`src/design/i2cm_pkg.sv`:
```
// ----------------------------------------------------------------------------
// I2C master bit sequencer package
// Shared payload types, command codes and controller/datapath interface types.
// ----------------------------------------------------------------------------
package i2cm_pkg;

   // Bus command codes carried in the func field.
   localparam logic [2:0] FUNC_START    = 3'd0;
   localparam logic [2:0] FUNC_STOP     = 3'd1;
   localparam logic [2:0] FUNC_SEND     = 3'd2;
   localparam logic [2:0] FUNC_READ     = 3'd3;
   localparam logic [2:0] FUNC_WAIT_ACK = 3'd4;
   localparam logic [2:0] FUNC_ACK      = 3'd5;
   localparam logic [2:0] FUNC_NACK     = 3'd6;
   localparam logic [2:0] FUNC_NONE     = 3'd7;

   // Sub-phase code used for the trailing phase of a send.
   localparam logic [1:0] SUB_TAIL = 2'd3;

   localparam logic [15:0] BIT_DELAY_RESET = 16'd200;

   typedef struct packed {
      logic [2:0] func;
      logic [7:0] tx_byte;
      logic [7:0] rx_bits;
      logic       ack_level;
   } req_type;

   typedef struct packed {
      logic       scl;
      logic       sda;
      logic       sda_drive;
      logic [7:0] rx_byte;
      logic       ack_error;
      logic       last;
   } rsp_type;

   typedef enum logic {
      ST_IDLE,
      ST_PHASE
   } ctrl_state_type;

   typedef struct packed {
      logic load;
      logic count_clr;
      logic count_inc;
      logic emit;
   } ctrl_cmd_type;

   typedef struct packed {
      logic func_known;
      logic delay_done;
      logic out_free;
      logic phase_last;
   } dp_status_type;

endpackage

```
`src/design/i2cm_ctrl.sv`:
```
// ----------------------------------------------------------------------------
// I2C master bit sequencer controller
// Walks one command through its bus phases, pacing each phase by the delay
// counter and handing finished phases to the output register.
// ----------------------------------------------------------------------------
module i2cm_ctrl
   import i2cm_pkg::*;
(
   input  logic          clock,
   input  logic          reset,
   input  logic          req_valid,
   output logic          req_stall,
   input  dp_status_type status,
   output ctrl_cmd_type  cmd
);

   ctrl_state_type state_ff;
   ctrl_state_type state_in;

   always_ff @(posedge clock) begin
      if (reset) begin
         state_ff <= ST_IDLE;
      end else begin
         state_ff <= state_in;
      end
   end

   always_comb begin
      state_in = state_ff;
      unique case (state_ff)
         ST_IDLE: begin
            // An unknown command is taken and dropped without any phase.
            if (req_valid && status.func_known) begin
               state_in = ST_PHASE;
            end
         end
         ST_PHASE: begin
            if (status.delay_done && status.out_free && status.phase_last) begin
               state_in = ST_IDLE;
            end
         end
         default: state_in = ST_IDLE;
      endcase
   end

   always_comb begin
      cmd = '0;
      req_stall = 1'b1;
      unique case (state_ff)
         ST_IDLE: begin
            req_stall = 1'b0;
            cmd.load = req_valid;
            cmd.count_clr = 1'b1;
         end
         ST_PHASE: begin
            cmd.emit = status.delay_done && status.out_free;
            cmd.count_clr = cmd.emit;
            cmd.count_inc = !status.delay_done;
         end
         default: begin
            req_stall = 1'b1;
         end
      endcase
   end

endmodule

```
`src/design/i2cm_datapath.sv`:
```
// ----------------------------------------------------------------------------
// I2C master bit sequencer datapath
// Holds the command, phase counters, line state, delay counter, the phase
// delay register and the result register.
// ----------------------------------------------------------------------------
module i2cm_datapath
   import i2cm_pkg::*;
(
   input  logic          clock,
   input  logic          reset,
   input  req_type       req_data,
   input  logic          csr_valid,
   output logic          csr_ready,
   input  logic [15:0]   csr_data,
   output logic          rsp_valid,
   input  logic          rsp_stall,
   output rsp_type       rsp_data,
   input  ctrl_cmd_type  cmd,
   output dp_status_type status
);

   req_type     cmd_ff;
   logic [2:0]  bit_idx_ff;
   logic [1:0]  sub_ff;
   logic [15:0] count_ff;
   logic [15:0] bit_delay_ff;
   logic        sda_ff;
   logic        drv_ff;
   logic        rsp_valid_ff;
   rsp_type     rsp_ff;
   rsp_type     phase;
   logic        tx_bit;
   logic [16:0] count_next;

   assign csr_ready = 1'b1;

   always_ff @(posedge clock) begin
      if (reset) begin
         bit_delay_ff <= BIT_DELAY_RESET;
      end else if (csr_valid) begin
         bit_delay_ff <= csr_data;
      end
   end

   // Phase delay counter; a delay of zero behaves like a delay of one.
   assign count_next = {1'b0, count_ff} + 17'd1;

   always_ff @(posedge clock) begin
      if (cmd.count_clr) begin
         count_ff <= '0;
      end else if (cmd.count_inc) begin
         count_ff <= count_next[15:0];
      end
   end

   always_ff @(posedge clock) begin
      if (cmd.load) begin
         cmd_ff <= req_data;
      end
   end

   // Position inside the command: bit index and sub-phase within the bit.
   always_ff @(posedge clock) begin
      if (cmd.load) begin
         bit_idx_ff <= '0;
         sub_ff <= '0;
      end else if (cmd.emit) begin
         if (cmd_ff.func == FUNC_SEND && sub_ff == 2'd2) begin
            if (bit_idx_ff == 3'd7) begin
               sub_ff <= SUB_TAIL;
            end else begin
               sub_ff <= '0;
               bit_idx_ff <= bit_idx_ff + 3'd1;
            end
         end else if (cmd_ff.func == FUNC_READ && sub_ff == 2'd2) begin
            sub_ff <= '0;
            bit_idx_ff <= bit_idx_ff + 3'd1;
         end else begin
            sub_ff <= sub_ff + 2'd1;
         end
      end
   end

   assign tx_bit = cmd_ff.tx_byte[~bit_idx_ff];

   always_comb begin
      phase = '0;
      phase.scl = 1'b1;
      phase.sda = 1'b1;
      phase.sda_drive = 1'b1;
      unique case (cmd_ff.func)
         FUNC_START: begin
            phase.scl = (sub_ff != 2'd2);
            phase.sda = (sub_ff == 2'd0);
            phase.last = (sub_ff == 2'd2);
         end
         FUNC_STOP: begin
            phase.scl = (sub_ff != 2'd0);
            phase.sda = (sub_ff == 2'd2);
            phase.last = (sub_ff == 2'd2);
         end
         FUNC_SEND: begin
            if (sub_ff == SUB_TAIL) begin
               phase.scl = 1'b0;
               phase.sda = cmd_ff.tx_byte[0];
               phase.last = 1'b1;
            end else if (sub_ff == 2'd0) begin
               // Hold the previous data level while SCL is low.
               phase.scl = 1'b0;
               phase.sda = drv_ff ? sda_ff : 1'b1;
            end else begin
               phase.scl = (sub_ff == 2'd2);
               phase.sda = tx_bit;
            end
         end
         FUNC_READ: begin
            phase.sda_drive = 1'b0;
            phase.scl = (sub_ff != 2'd2);
            phase.rx_byte = cmd_ff.rx_bits >> (~bit_idx_ff);
            phase.last = (bit_idx_ff == 3'd7) && (sub_ff == 2'd2);
         end
         FUNC_WAIT_ACK: begin
            if (cmd_ff.ack_level) begin
               // No acknowledge: finish with a stop and flag the error.
               phase.scl = (sub_ff != 2'd0);
               phase.sda = (sub_ff == 2'd2);
               phase.ack_error = 1'b1;
               phase.last = (sub_ff == 2'd2);
            end else begin
               phase.sda_drive = 1'b0;
               phase.scl = (sub_ff == 2'd0);
               phase.last = (sub_ff == 2'd1);
            end
         end
         FUNC_ACK, FUNC_NACK: begin
            phase.scl = (sub_ff == 2'd1);
            phase.sda = (cmd_ff.func == FUNC_NACK);
            phase.last = (sub_ff == 2'd2);
         end
         default: begin
            phase.last = 1'b1;
         end
      endcase
   end

   always_ff @(posedge clock) begin
      if (reset) begin
         sda_ff <= 1'b1;
         drv_ff <= 1'b1;
      end else if (cmd.emit) begin
         sda_ff <= phase.sda;
         drv_ff <= phase.sda_drive;
      end
   end

   always_ff @(posedge clock) begin
      if (reset) begin
         rsp_valid_ff <= 1'b0;
      end else if (cmd.emit) begin
         rsp_valid_ff <= 1'b1;
      end else if (!rsp_stall) begin
         rsp_valid_ff <= 1'b0;
      end
   end

   always_ff @(posedge clock) begin
      if (cmd.emit) begin
         rsp_ff <= phase;
      end
   end

   assign rsp_valid = rsp_valid_ff;
   assign rsp_data = rsp_ff;

   always_comb begin
      status.func_known = (req_data.func != FUNC_NONE);
      status.delay_done = (count_next >= {1'b0, bit_delay_ff});
      status.out_free = !rsp_valid_ff || !rsp_stall;
      status.phase_last = phase.last;
   end

endmodule

```
`src/design/i2c_master_bit_sequencer.sv`:
```
// ----------------------------------------------------------------------------
// I2C master bit sequencer
// Turns bus commands into runs of SCL/SDA phases, one result per phase.
// ----------------------------------------------------------------------------
//   Channel  Direction  Handshake             Payload
//   req      in         req_valid/req_stall   req_type (one bus command)
//   rsp      out        rsp_valid/rsp_stall   rsp_type (one bus phase)
//   csr      in         csr_valid/csr_ready   16-bit phase length in clocks
//
// Each phase is paced by the delay counter against bit_delay and is then
// placed in the result register (up to 25 phases for a send). Commands are
// handled one at a time and req_stall is high until the last phase is in the
// result register. A stall on rsp holds the sequencer at the end of the
// current phase. Reset sets the held SDA level high and bit_delay to 200.
// ----------------------------------------------------------------------------
module i2c_master_bit_sequencer
   import i2cm_pkg::*;
(
   input  logic        clock,
   input  logic        reset,
   input  logic        req_valid,
   output logic        req_stall,
   input  req_type     req_data,
   output logic        rsp_valid,
   input  logic        rsp_stall,
   output rsp_type     rsp_data,
   input  logic        csr_valid,
   output logic        csr_ready,
   input  logic [15:0] csr_data
);

   ctrl_cmd_type  cmd;
   dp_status_type status;

   i2cm_ctrl u_ctrl (
      .clock     (clock),
      .reset     (reset),
      .req_valid (req_valid),
      .req_stall (req_stall),
      .status    (status),
      .cmd       (cmd)
   );

   i2cm_datapath u_datapath (
      .clock     (clock),
      .reset     (reset),
      .req_data  (req_data),
      .csr_valid (csr_valid),
      .csr_ready (csr_ready),
      .csr_data  (csr_data),
      .rsp_valid (rsp_valid),
      .rsp_stall (rsp_stall),
      .rsp_data  (rsp_data),
      .cmd       (cmd),
      .status    (status)
   );

endmodule
```
`config.mk`:
```
export PLATFORM = sky130hd
export DESIGN_NAME = i2c_master_bit_sequencer
export DESIGN_NICKNAME = d
export VERILOG_FILES = /design/src/design/i2cm_pkg.sv /design/src/design/i2cm_ctrl.sv /design/src/design/i2cm_datapath.sv /design/src/design/i2c_master_bit_sequencer.sv
export SDC_FILE = /design/constraint.sdc
export NUM_CORES = 1
export LEC_CHECK = 0
export ABC_AREA = 1
export BUFFER_PORTS_ARGS = -buffer_cell sky130_fd_sc_hd__buf_2
export CAP_MARGIN = 20
export CORE_ASPECT_RATIO = 1.25
export CORE_MARGIN = 8
export CORE_UTILIZATION = 43
export DETAILED_ROUTE_END_ITERATION = 8
export PLACE_DENSITY = 0.62
export SYNTH_ARGS = -nofsm -noshare
export SYNTH_HDL_FRONTEND = slang
export SYNTH_SLANG_ARGS = --single-unit
```
`constraint.sdc`:
```
create_clock -name clock -period 7.8 [get_ports clock]
set_clock_uncertainty 0.15 [all_clocks]
set_input_delay 1.17 -clock clock [delete_from_list [all_inputs] [get_ports clock]]
set_output_delay 1.17 -clock clock [all_outputs]
set_load 0.01 [all_outputs]
```
## After elaboration in Yosys (flattened, before gate mapping)

Index checks and enable logic that the tools add are counted.

- Register bits after elaboration: 74
- Bits of input ports: 41
- Output and inout port bits: 16
- Word-level logic and storage cells: 87

- Add/sub/neg operators: 3
- $lt $le $gt $ge: 2
- Equal/unequal tests: 14
- Shift operators: 1
- Mux-type cells: 29
- Bitwise logic cells: 2
- Reductions and logical operators: 18

Operators with widths:

| kind | count |
|---|---|
| 16-bit by 1-bit adder with 17-bit output (second input constant) | 1 |
| 17-bit by 16-bit greater-or-equal comparator with 1-bit output | 1 |
| 1-bit two-way mux | 13 |
| 3-bit equality test (second input constant) | 4 |
| 2-bit two-way mux | 6 |
| 1-bit one-hot mux with 5 select lines | 2 |
| 3-bit two-way mux | 3 |
| 8-bit by 3-bit right shift with 8-bit output | 1 |
| 3-bit by 2-bit equality test with 1-bit output (second input constant) | 2 |
| 1-bit logical AND | 6 |
| 1-bit one-hot mux with 2 select lines | 3 |
| 2-bit equality test (second input constant) | 2 |
| 3-bit by 4-bit less-than comparator with 1-bit output (second input constant) | 1 |
| 2-bit inequality test (second input constant) | 2 |
| 1-bit one-hot mux with 4 select lines | 1 |
| 2-bit nonzero test | 2 |
| 2-bit OR reduction | 2 |
| 4-bit OR reduction | 1 |
| 3-bit by 1-bit adder with 3-bit output (second input constant) | 1 |
| 1-bit binary-select mux with 3-bit select | 1 |
| 3-bit by 1-bit equality test with 1-bit output (second input constant) | 1 |
| 1-bit zero test | 3 |
| 3-bit zero test | 1 |
| 3-bit inequality test (second input constant) | 1 |
| other kinds (8) | 8 |

## Depth between registers and ports, before layout

Gate-level depths: netlist of run 1.

- Word-level depth: 6
- Depth in mapped cells: 25
- Gate-level depth less buffers: 24

## Hierarchy

Synthesis of run 1 repeated with hierarchy kept, for this count alone.

- Cells, all modules: 467
- Area, all modules: 3854.9 um^2

Modules (own cells, without submodules):

| module | instances | cells each | area an instance (um^2) |
|---|---|---|---|
| i2cm_datapath | 1 | 455 | 3781.1 |
| i2cm_ctrl | 1 | 12 | 73.8 |

## Worst setup path after synthesis of run 1

OpenSTA, ideal clock, no wires.

- Kind: flip-flop to flip-flop
- From: register u_datapath.count_ff[0]
- To: register u_datapath.rsp_ff (netlist bit u_datapath.rsp_data[0]), enable pin
- Library setup time: 0.325 ns
- Data arrival time: 2.571 ns
- Slack: 4.754 ns
- Stages on the path, launching flop included: 21
- Period minus slack after synthesis: 3.046 ns
- Cells stage by stage: dfxtp_1 -> inv_1 -> nor2_1 -> nand3_1 -> nor3b_2 -> nand3_1 -> xor2_1 -> inv_1 -> ha_1 -> nand2_1 -> nor2_1 -> nand2_1 -> inv_1 -> o21ai_0 -> nand3_1 -> nand2_1 -> nand2_1 -> nand2_1 -> nand2_4 -> nand3_4 -> inv_2

RTL lines:

| element | line | RTL |
|---|---|---|
| start, declared | i2cm_datapath.sv:25 | `logic [15:0] count_ff;` |
| start signal, assigned | i2cm_datapath.sv:52 | `count_ff <= count_next[15:0];` |
| end signal, assigned | i2cm_datapath.sv:168 | `rsp_ff <= phase;` |
| end, declared | i2cm_datapath.sv:30 | `rsp_type rsp_ff;` |

## Worst setup path in the final report of run 1

- From: register u_datapath.count_ff[0]
- To: register u_datapath.count_ff[0]

- Cells in the longest elaborated chain, start to end: 4
- Elaborated cells on any way between the ends: 6

Ends and longest elaborated chain:

| element | line | RTL |
|---|---|---|
| 16-bit by 1-bit adder with 17-bit output (*) | i2cm_datapath.sv:46 | `assign count_next = {1'b0, count_ff} + 17'd1;` |
| named net u_datapath.count_next[9] | i2cm_datapath.sv:33 | `logic [16:0] count_next;` |
| 17-bit by 16-bit greater-or-equal comparator with 1-bit output (*) | i2cm_datapath.sv:177 | `status.delay_done = (count_next >= {1'b0, bit_delay_ff});` |
| 1-bit logical AND / 1-bit zero test (equally long branches) | i2cm_ctrl.sv:56, i2cm_ctrl.sv:58 |  |
| 1-bit one-hot mux with 2 select lines / 2-bit two-way mux (equally long branches) | i2cm_ctrl.sv:49 | `unique case (state_ff)` |

Mark *: on every way through the listed nets, which the timed path passes. The rest lies on a longest branch.
A chain may end at the register's enable or synchronous reset.

==> results of run 1 <==
cell families after synthesis:
logic type / after synthesis / share of synthesized area [%]
AND/OR/NAND/NOR: 166 / 19.3
flip-flops: 74 / 47.8
buffers and inverters: 78 / 8.68
XOR/XNOR: 13 / 3.00
adder cells (fa/ha/maj): 19 / 6.27
multiplexers: 2 / 0.528
AO/OA/AOI/OAI: 98 / 14.3
other: 1 / 0.0989
final cells by class:
type | instances | area (um2)
timing repair buffer | 55 | 275
clock buffer | 9 | 124
multi-input combinational | 299 | 1650
clock inverter | 7 | 118
fill | 809 | 4220
sequential | 74 | 1810
inverter | 67 | 256
tap | 120 | 150
sequential cells by signal, summed over array words and instances, names as in the netlist:
name,count
u_datapath.cmd_ff,20
u_datapath.bit_delay_ff,16
u_datapath.count_ff,16
u_datapath.rsp_data,13
u_datapath.bit_idx_ff,3
u_datapath.sub_ff,2
u_ctrl.state_ff,1
u_datapath.drv_ff,1
u_datapath.rsp_valid,1
u_datapath.sda_ff,1
power breakdown:
group          switching, W  internal, W  leakage [nW]
clock              0.000150     0.000212         0.123
sequential       0.00000624     0.000419         0.644
combinational     0.0000400    0.0000205          1.14
total              0.000196     0.000652          1.91
worst reg2reg max path, stage by stage, from the launching register on:
cell     delay [ps]
dfxtp_1         380
inv_1            80
nor2_1          190
nand3_1         150
nor3b_2         340
nand3_1         160
xor2_1          150
inv_1            70
ha_1            270
nand2_1          80
nor2_1           50
nand2_1         100
inv_1            50
o21ai_0          70
nand3_1          90
nand2_1          60
nand2_1          40
nand2_1         100
nand2_4          90
nor2_4          380
inv_6           130
nand2_1         110
a21oi_1          70
worst paths after layout:
| check | cells after the start | end | slack (ps) |
|---|---|---|---|
| min reg2reg | 2 | u_datapath.bit_delay_ff[9]$_SDFFE_PP0P_ | 320 |
| max | 22 | u_datapath.count_ff[0]$_SDFFE_PP0P_ | 4310 |
| min | 2 | u_datapath.bit_delay_ff[9]$_SDFFE_PP0P_ | 320 |
| max reg2reg | 22 | u_datapath.count_ff[0]$_SDFFE_PP0P_ | 4310 |
layer usage:
metal / wire (um) / part of all wire [%] / vias up
met4: 219 / 2.6 / 0
li1: - / - / 1598
met3: 328 / 3.9 / 18
met2: 4390 / 53 / 70
met5: 0 / 0 / -
met1: 3370 / 41 / 1452
per-stage QoR:
| step | total power [W] | hold WS [ps] | instance area (um2) | worst slack, ps | std cells |
|---|---|---|---|---|---|
| final | 0.000847 | 318 | 4390 | 4310 | 631 |
| after global routing | 0.000880 | 336 | 4390 | 3950 | 631 |
| after CTS | 0.000858 | 322 | 4390 | 4290 | 631 |
| after detailed placement | 0.000495 | 310 | 4150 | 4350 | 615 |
| after global placement | 0.000494 | 301 | 4150 | 4420 | 615 |
| after floorplan | 0.000473 | 283 | 3790 | 4750 | 451 |
Yosys cell counts (all sizes together):
cell type,count,area [um2]
nand3,16,97.6
clkbuf,5,18.8
a21o,2,15.0
conb,1,3.75
buf,6,53.8
o31ai,1,7.51
ha,19,238
nand2,93,362
nor2,45,181
dfxtp,41,821
edfxtp,33,991
nand4,4,31.3
o32ai,2,17.5
nor3b,1,12.5
nand3b,1,7.51
nor3,6,41.3
a21oi,44,243
inv,67,256
mux2i,2,20.0
o21ai,39,195
o22ai,4,25.0
xnor2,3,26.3
o21bai,2,15.0
a31oi,4,25.0
xor2,10,87.6
==> out/metrics.cfg, run 1 <==
[run_status]
status=complete, no violations

[placement]
port_buffers=55
place_congestion=0.893
dp.final_hpwl_um=6240

[sta]
max_freq_ghz=0.286
fin_crit_ps=3490
worstMarginPinSlew_ps=890
period_share_pct=44.8
setup_violations=0
setup_tns_ps=0
maxSlewHeadroom_pct=40.6
rsz0062_at_grt=no
drv_slew=0
hold_violations=0

[clock_network]
cts_tree=done
htreeDepth=3
cts_resized=0
post_cts.repair.setup_buffers=0
cts_hold_buffers=0
cts_sinks=74
numCtsBuffers=9
cts_buffer_depth=2
cts.reportedPaths.clkPinSlew_ps=80
clockRootBuffer=clkbuf_8
clk_latency_ps=360

[drt]
totalWireLength_um=8310
drc=0
drtAntennaViolNets=0
routedWlPerCell_um=13.2
firstDrtPassIters=4
vias=3138
via_per_inst=4.97
drt_iter0_drc=96

[worst_setup_path]
path_buf_inv=4
crit_family=simple AND/OR/NAND/NOR gates
slowest_stage=dfxtp_1
max_stage_delay_ps=380
crit_type=register to register
path_cells=inv_1, nor2_1, nand3_1, nor3b_2, nand3_1, xor2_1, inv_1, ha_1, nand2_1, nor2_1, nand2_1, inv_1, o21ai_0, nand3_1, nand2_1, nand2_1, nand2_1, nand2_4, nor2_4, inv_6, nand2_1, a21oi_1
crit_path_end_kind=register
worstPathArrival_ps=3580
cp_common_cell=nand2_1
worstPathRequired_ps=7890
crit_path_max_fanout=17
r2r-start=u_datapath.count_ff[0]$_SDFFE_PP0P_
start_kind=register
critPathLaunch=u_datapath.count_ff[0]$_SDFFE_PP0P_

[die]
initial_core_util_pct=44.1
die_w_um=100
rows=38
core_um2=8610
chipHeight_um=121
pin_count=57
die-area_um2=12100

[pwr]
p_leak_nw=1.91
powerDensity_nw_per_um2=193
peakVddDrop_mv=0.0765

[logic_synthesis]
post_synth.cell_area_avg_um2=8.41
syn-num-nets=511
netlist_instances=451
synth_area_um2=3790
yosys_warnings=0
ys_ff_latch=74
ys_types=41
synth-seq-area-share_pct=47.8

[cells_and_area]
layout_common_cells=90 x nand2_1, 65 x inv_1, 55 x buf_2
final_nets=566
fin_util_pct=51.0
syn2layout_area_growth_pct=15.7
diodes=0
final_layout_size_suffix_gt1_share_pct=17.6
layout_commonest_cell=nand2_1

[global_route]
busiest_layer=met2
grt_max_degree=26
grt_pass1_vias=3090
overflow=0
grtUsageMet2_pct=26.8
grt_usage_pct=14.4
grt_pass1_wl_um=13700
antenna_found_initial=0
use_met1_pct=14.2
grt_use_met3_pct=3.27

[min_path]
hp-class=register to register
worstHoldStart=u_datapath.bit_delay_ff[9]$_SDFFE_PP0P_

[run]
max_cap_violations=0

No activity file was read; power rests on OpenSTA's default activity.
==> run 2, diff against run 1 <==
ABC_AREA = 0   (was 1)
PLACE_DENSITY = 0.64   (was 0.62)
clock period = 2.8 ns   (was 7.8 ns; I/O delays follow)
==> run 2 against run 1 <==
The run now ends with setup timing left. Synthesized area rose by 6.1%. First-iteration DRC count up 90%. Count of clock-buffer cells in the layout is 1 higher. Global-route usage grew 2.2 points. Die area increased by 5.2%. Via count grew 11%. Critical path depth shrank 11. Combinational power rose to 3.7 times the previous value. Wire length increased by 25%. Non-clock buffer count grew 64. Power rose to 3.0 times the previous value. Sequential cell count did not move. Critical endpoint is now u_datapath.rsp_data[2]$_SDFFCE_PP0P_. Largest cell class is now multi-input gates.
==> out/metrics.cfg, run 2 <==
[global_route]
grt_max_degree=21
grt_usage_pct=16.6
grt_pass1_wl_um=16200
grt_pass1_vias=3452
antenna_found_initial=0
overflow=0

[worst_setup_path]
max_stage_delay_ps=440
crit_type=register to register
crit_path_max_fanout=7
start_kind=register
crit_path_end_kind=register
regToRegSetupSlack_ps=-290
slowest_stage=or3_4
crit_family=simple AND/OR/NAND/NOR gates
path_buf_inv=2
worstPathArrival_ps=2990
worstPathRequired_ps=2700
path_cells=nand2_2, or3_4, nor3_2, xor2_1, ha_1, nand4_1, buf_4, o21bai_2, a21o_1, a21o_4, inv_6

[drt]
vias=3482
drtAntennaViolNets=0
firstDrtPassIters=5
drt_iter0_drc=182
totalWireLength_um=10400
via_per_inst=5.33
drc=0
routedWlPerCell_um=16.0

[logic_synthesis]
synth_async_sr_flop_share_pct=0
synth_edf_count=33
synth_top_area_share_pct=24.6
synth_most_common_cell=nor2_1
post_synth.cell_area_avg_um2=9.60
synth-seq-area-share_pct=45.0
yosys.area.top_type=edfxtp_1
syn-num-nets=479
ys_ff_latch=74
yosys-top-cells-count=48 x nor2_1, 41 x dfxtp_1, 35 x nand2_1, 33 x a21oi_1, 33 x edfxtp_1
yosys-top-cells-area=edfxtp_1 25%, dfxtp_1 20%, ha_1 5.9%, mux2i_1 5.5%, nor2_1 4.5%
netlist_instances=419
synthFlopType=dfxtp_1
yosys_warnings=0
ys_types=56
synth_area_um2=4020

[pwr]
peakVddDrop_mv=0.329
powerDensity_nw_per_um2=470
total_power_w=0.00256
p_leak_nw=2.22

[placement]
post-place-ws_ps=-403
place_congestion=0.885
dp.final_hpwl_um=7350
port_buffers=55

[clock_network]
cts_sinks=74
cts_tree=done
htreeDepth=3
clockRootBuffer=clkbuf_16
clk_latency_ps=330
numCtsBuffers=9
cts.reportedPaths.clkPinSlew_ps=60
cts_buffer_depth=2

[die]
pin_count=57
die_w_um=103
initial_core_util_pct=44.1
rows=39
chipHeight_um=124
die-area_um2=12700
core_um2=9130

[sta]
setup_tns_ps=-8130
fin_crit_ps=3090
timing.hold.ws_ps=108
hold_violations=0
rsz0062_at_grt=yes
worstMarginPinSlew_ps=637
fin_ws_ps=-287
setup_violations=38
maxSlewHeadroom_pct=57.5
period_share_pct=110
max_freq_ghz=0.324
drv_slew=0

[cells_and_area]
reg_top3=u_datapath.cmd_ff (20), u_datapath.bit_delay_ff (16), u_datapath.count_ff (16)
seqCellArea_um2=1830
diodes=0
layout_common_cells=55 x buf_2, 54 x buf_4, 44 x nor2_1
regMostFlops=u_datapath.cmd_ff
largest_register_ff_count=20
layout_commonest_cell=buf_2
syn2layout_area_growth_pct=35.6
final_layout_size_suffix_gt1_share_pct=36.2
final_nets=585
multiInputGateArea_um2=2250
fill_cells=755
fin_util_pct=59.8

[run_status]
status=finished, violations left
violations=setup timing

[min_path]
hp-class=input pin to register

[run]
max_cap_violations=0

## run 2: cell count changes after synthesis, sizes merged, moves of 4 or more
cell,previous run,this run
a211o,0,4
a21oi,44,34
clkbuf,5,17
inv,67,25
mux2i,2,22
mux4,0,4
nand2,93,35
nand2b,0,5
nand3,16,22
o2111ai,0,11
o211ai,0,4
o21ai,39,15
xnor2,3,8
## run 2: what timing repair did
action | 4_1_cts | 5_1_grt
hold buffers | 0 | 0
cloned | 2 | 1
endpoints found under the setup margin | 38 | 38
setup buffers | 5 | 7
pin swaps | 27 | 13
gates resized for setup | 43 | 11
## run 2: kinds of logic after synthesis
group / count (synthesis) / share of synthesized area [%]
AND/OR/NAND/NOR: 136 / 16.1
other: 1 / 0.0932
adder cells (fa/ha/maj): 19 / 5.91
buffers and inverters: 50 / 5.07
multiplexers: 29 / 8.55
AO/OA/AOI/OAI: 95 / 15.9
XOR/XNOR: 15 / 3.27
flip-flops: 74 / 45.0
## run 2: per-layer routing
metal | track usage, % | up-vias | part of all wire, %
li1 | - | 1720 | -
met1 | 17.0 | 1661 | 38
met2 | 30.8 | 84 | 54
met3 | 3.80 | 17 | 5.0
met4 | 8.10 | 0 | 2.3
met5 | 0 | - | 0
## run 2: final timing paths
| kind | from | to | cells after the start |
|---|---|---|---|
| worst max-delay path | u_datapath.count_ff[1]$_SDFFE_PP0P_ | u_datapath.rsp_data[2]$_SDFFCE_PP0P_ | 11 |
| worst min-delay path | req_data[8] | u_datapath.cmd_ff[8]$_DFFE_PP_ | 1 |
| worst max register to register | u_datapath.count_ff[1]$_SDFFE_PP0P_ | u_datapath.rsp_data[2]$_SDFFCE_PP0P_ | 11 |
| worst min register to register | u_datapath.bit_delay_ff[8]$_SDFFE_PP0P_ | u_datapath.bit_delay_ff[8]$_SDFFE_PP0P_ | 2 |
## run 2: power breakdown
group	switching, W	total (W)	internal (W)
clock	0.000452	0.00114	0.000691
sequential	0.0000286	0.00120	0.00117
combinational	0.000121	0.000224	0.000103
## run 2: area by class of cell
cell class	count	area share, %
clock buffers	10	4.20
clock inverters	6	1.22
inverters	25	1.86
multi-input cells	295	41.3
flip-flops and latches	74	33.5
well taps	123	2.82
repair buffers	119	15.0
repair inverters	1	0.161
## run 2: stage by stage
| stage | instances | cell area (um2) |
|---|---|---|
| floorplan | 419 | 4080 |
| global placement | 624 | 4810 |
| detailed placement | 624 | 4810 |
| CTS | 646 | 5370 |
| global route | 653 | 5460 |
| finish | 653 | 5460 |
==> run 3, diff against run 2 <==
CORE_UTILIZATION = 50   (was 43)
PLACE_DENSITY = default   (was 0.64)
PLACE_DENSITY_LB_ADDON = 0.05   (was default)
==> run 3 against run 2 <==
The run still ends with setup timing left. Fmax shrank 3.4%. Register-to-register slack lost 110 ps. Hold slack lost 25 ps. Sequential cell count is the same.
==> out/metrics.cfg, run 3 (synthesis gave the netlist of run 2 again) <==
[die]
core_um2=7790
initial_core_util_pct=51.6
rows=36
die_w_um=96.2
pin_count=57
chipHeight_um=116
die-area_um2=11200

[worst_setup_path]
crit_path_end_kind=register
crit_path_max_fanout=7
r2r-start=u_datapath.count_ff[1]$_SDFFE_PP0P_
worstPathRequired_ps=2720
regToRegSetupSlack_ps=-400
reg2reg_depth=11
reg2reg_to=u_datapath.rsp_data[11]$_DFFE_PP_
start_kind=register
crit_type=register to register
worstPathArrival_ps=3120

[clock_network]
cts_buffer_depth=2
clk_latency_ps=360
htreeDepth=3
cts_tree=done
cts.reportedPaths.clkPinSlew_ps=80
clockRootBuffer=clkbuf_8
cts_sinks=74
numCtsBuffers=9

[placement]
placed_area_um2=4710
post-place-ws_ps=-462
dp.final_hpwl_um=7670
port_buffers=55
place_congestion=0.903

[cells_and_area]
final_nets=577
final_area_um2=5280
layout_common_cells=55 x buf_2, 51 x buf_4, 46 x nor2_1
fin_util_pct=67.8
diodes=0
reg_top3=u_datapath.cmd_ff (20), u_datapath.bit_delay_ff (16), u_datapath.count_ff (16)
layout_commonest_cell=buf_2
largest_register_ff_count=20
syn2layout_area_growth_pct=31.4
final_layout_size_suffix_gt1_share_pct=37.0
regMostFlops=u_datapath.cmd_ff

[sta]
fin_crit_ps=3200
hold_violations=0
maxSlewHeadroom_pct=64.1
rsz0062_at_grt=yes
setup_violations=38
period_share_pct=114
drv_slew=0
worstMarginPinSlew_ps=537
fin_ws_ps=-396
max_freq_ghz=0.313
timing.hold.ws_ps=83.4

[drt]
drtAntennaViolNets=0
wl_met1_um=3840
routedWlPerCell_um=17.1
firstDrtPassIters=4
met3_length_um=530
dr_wl_met2_um=5680
top_layer_used=met4
drc=0
via_per_inst=5.67
totalWireLength_um=10600
drt_iter0_drc=111
vias=3497

[global_route]
grt_pass1_wl_um=16300
antenna_found_initial=0
grt_max_degree=21
grt_usage_pct=19.2
overflow=0
grt_pass1_vias=3544

[min_path]
hp-class=input pin to register
min_path_cells=1
worstHoldStart=req_data[2]
min_to=u_datapath.cmd_ff[2]$_DFFE_PP_

[pwr]
peakVddDrop_mv=0.368
p_leak_nw=2.16
total_power_w=0.00226
powerDensity_nw_per_um2=428

[run]
max_cap_violations=0

[run_status]
violations=setup timing
status=finished, violations left

## run 3: cell count changes in the layout (fill, tap and decap cells not counted), sizes merged
cell	previous run	this run
buf	118	111
clkbuf	11	10
clkinvlp	2	3
inv	27	26
## run 3: where the power goes
group	switching [W]	total, W	internal, W
clock	0.000417	0.000852	0.000435
sequential	0.0000270	0.00119	0.00116
combinational	0.000120	0.000218	0.0000983
total	0.000564	0.00226	0.00170
## run 3: worst max-delay path by stage
stage	startpoint	end	slack [ps]
6_report	u_datapath.count_ff[1]$_SDFFE_PP0P_	u_datapath.rsp_data[11]$_DFFE_PP_	-400
5_1_grt	u_datapath.count_ff[2]$_SDFFE_PP0P_	u_datapath.count_ff[3]$_SDFFE_PP0P_	-550
4_1_cts	u_datapath.count_ff[6]$_SDFFE_PP0P_	u_datapath.count_ff[10]$_SDFFE_PP0P_	-310
3_5_place_dp	u_datapath.count_ff[6]$_SDFFE_PP0P_	u_datapath.rsp_data[2]$_SDFFCE_PP0P_	-460
3_3_place_gp	u_datapath.count_ff[6]$_SDFFE_PP0P_	u_datapath.rsp_data[2]$_SDFFCE_PP0P_	-340
2_1_floorplan	u_datapath.count_ff[4]$_SDFFE_PP0P_	u_datapath.rsp_data[0]$_DFFE_PP_	-310
## run 3: cell type report
class,count,area (um2)
Tap cell,95,119
Sequential cell,74,1830
Timing Repair Buffer,111,748
Inverter,25,101
Fill cell,635,2510
Clock buffer,10,138
Timing Repair inverter,1,8.76
Clock inverter,6,66.3
Multi-Input combinational cell,295,2280
## run 3: routing by layer
metal,vias to the layer above,track usage [%]
li1,1709,-
met1,1656,19.2
met2,97,34.5
met3,35,3.22
met4,0,14.2
met5,-,0
## run 3: repair_timing
action | 4_1_cts | 5_1_grt
gates resized for setup | 34 | 20
hold buffers | 0 | 0
buffers inserted | 4 | 9
hold endpoints to repair | 0 | 0
cloned | 2 | 0
setup endpoints to repair | 38 | 38
pin swaps | 15 | 24
## run 3: critical path, cell delays in order (launching register included)
cell and delay, ps:
dfxtp_4 360, nand2_2 60, or3_4 410, nor4_4 330, xor2_1 110, ha_1 320, nand4_1 120, o41ai_2 410
a31oi_2 70, o21a_2 170, a21o_4 280, inv_8 100
## run 3: metrics by stage
step | TNS [ps] | instances
2_1_floorplan | -7880 | 419
3_3_place_gp | -10360 | 587
3_5_place_dp | -14170 | 587
4_1_cts | -9740 | 608
5_1_grt | -19090 | 617
6_report | -13080 | 617
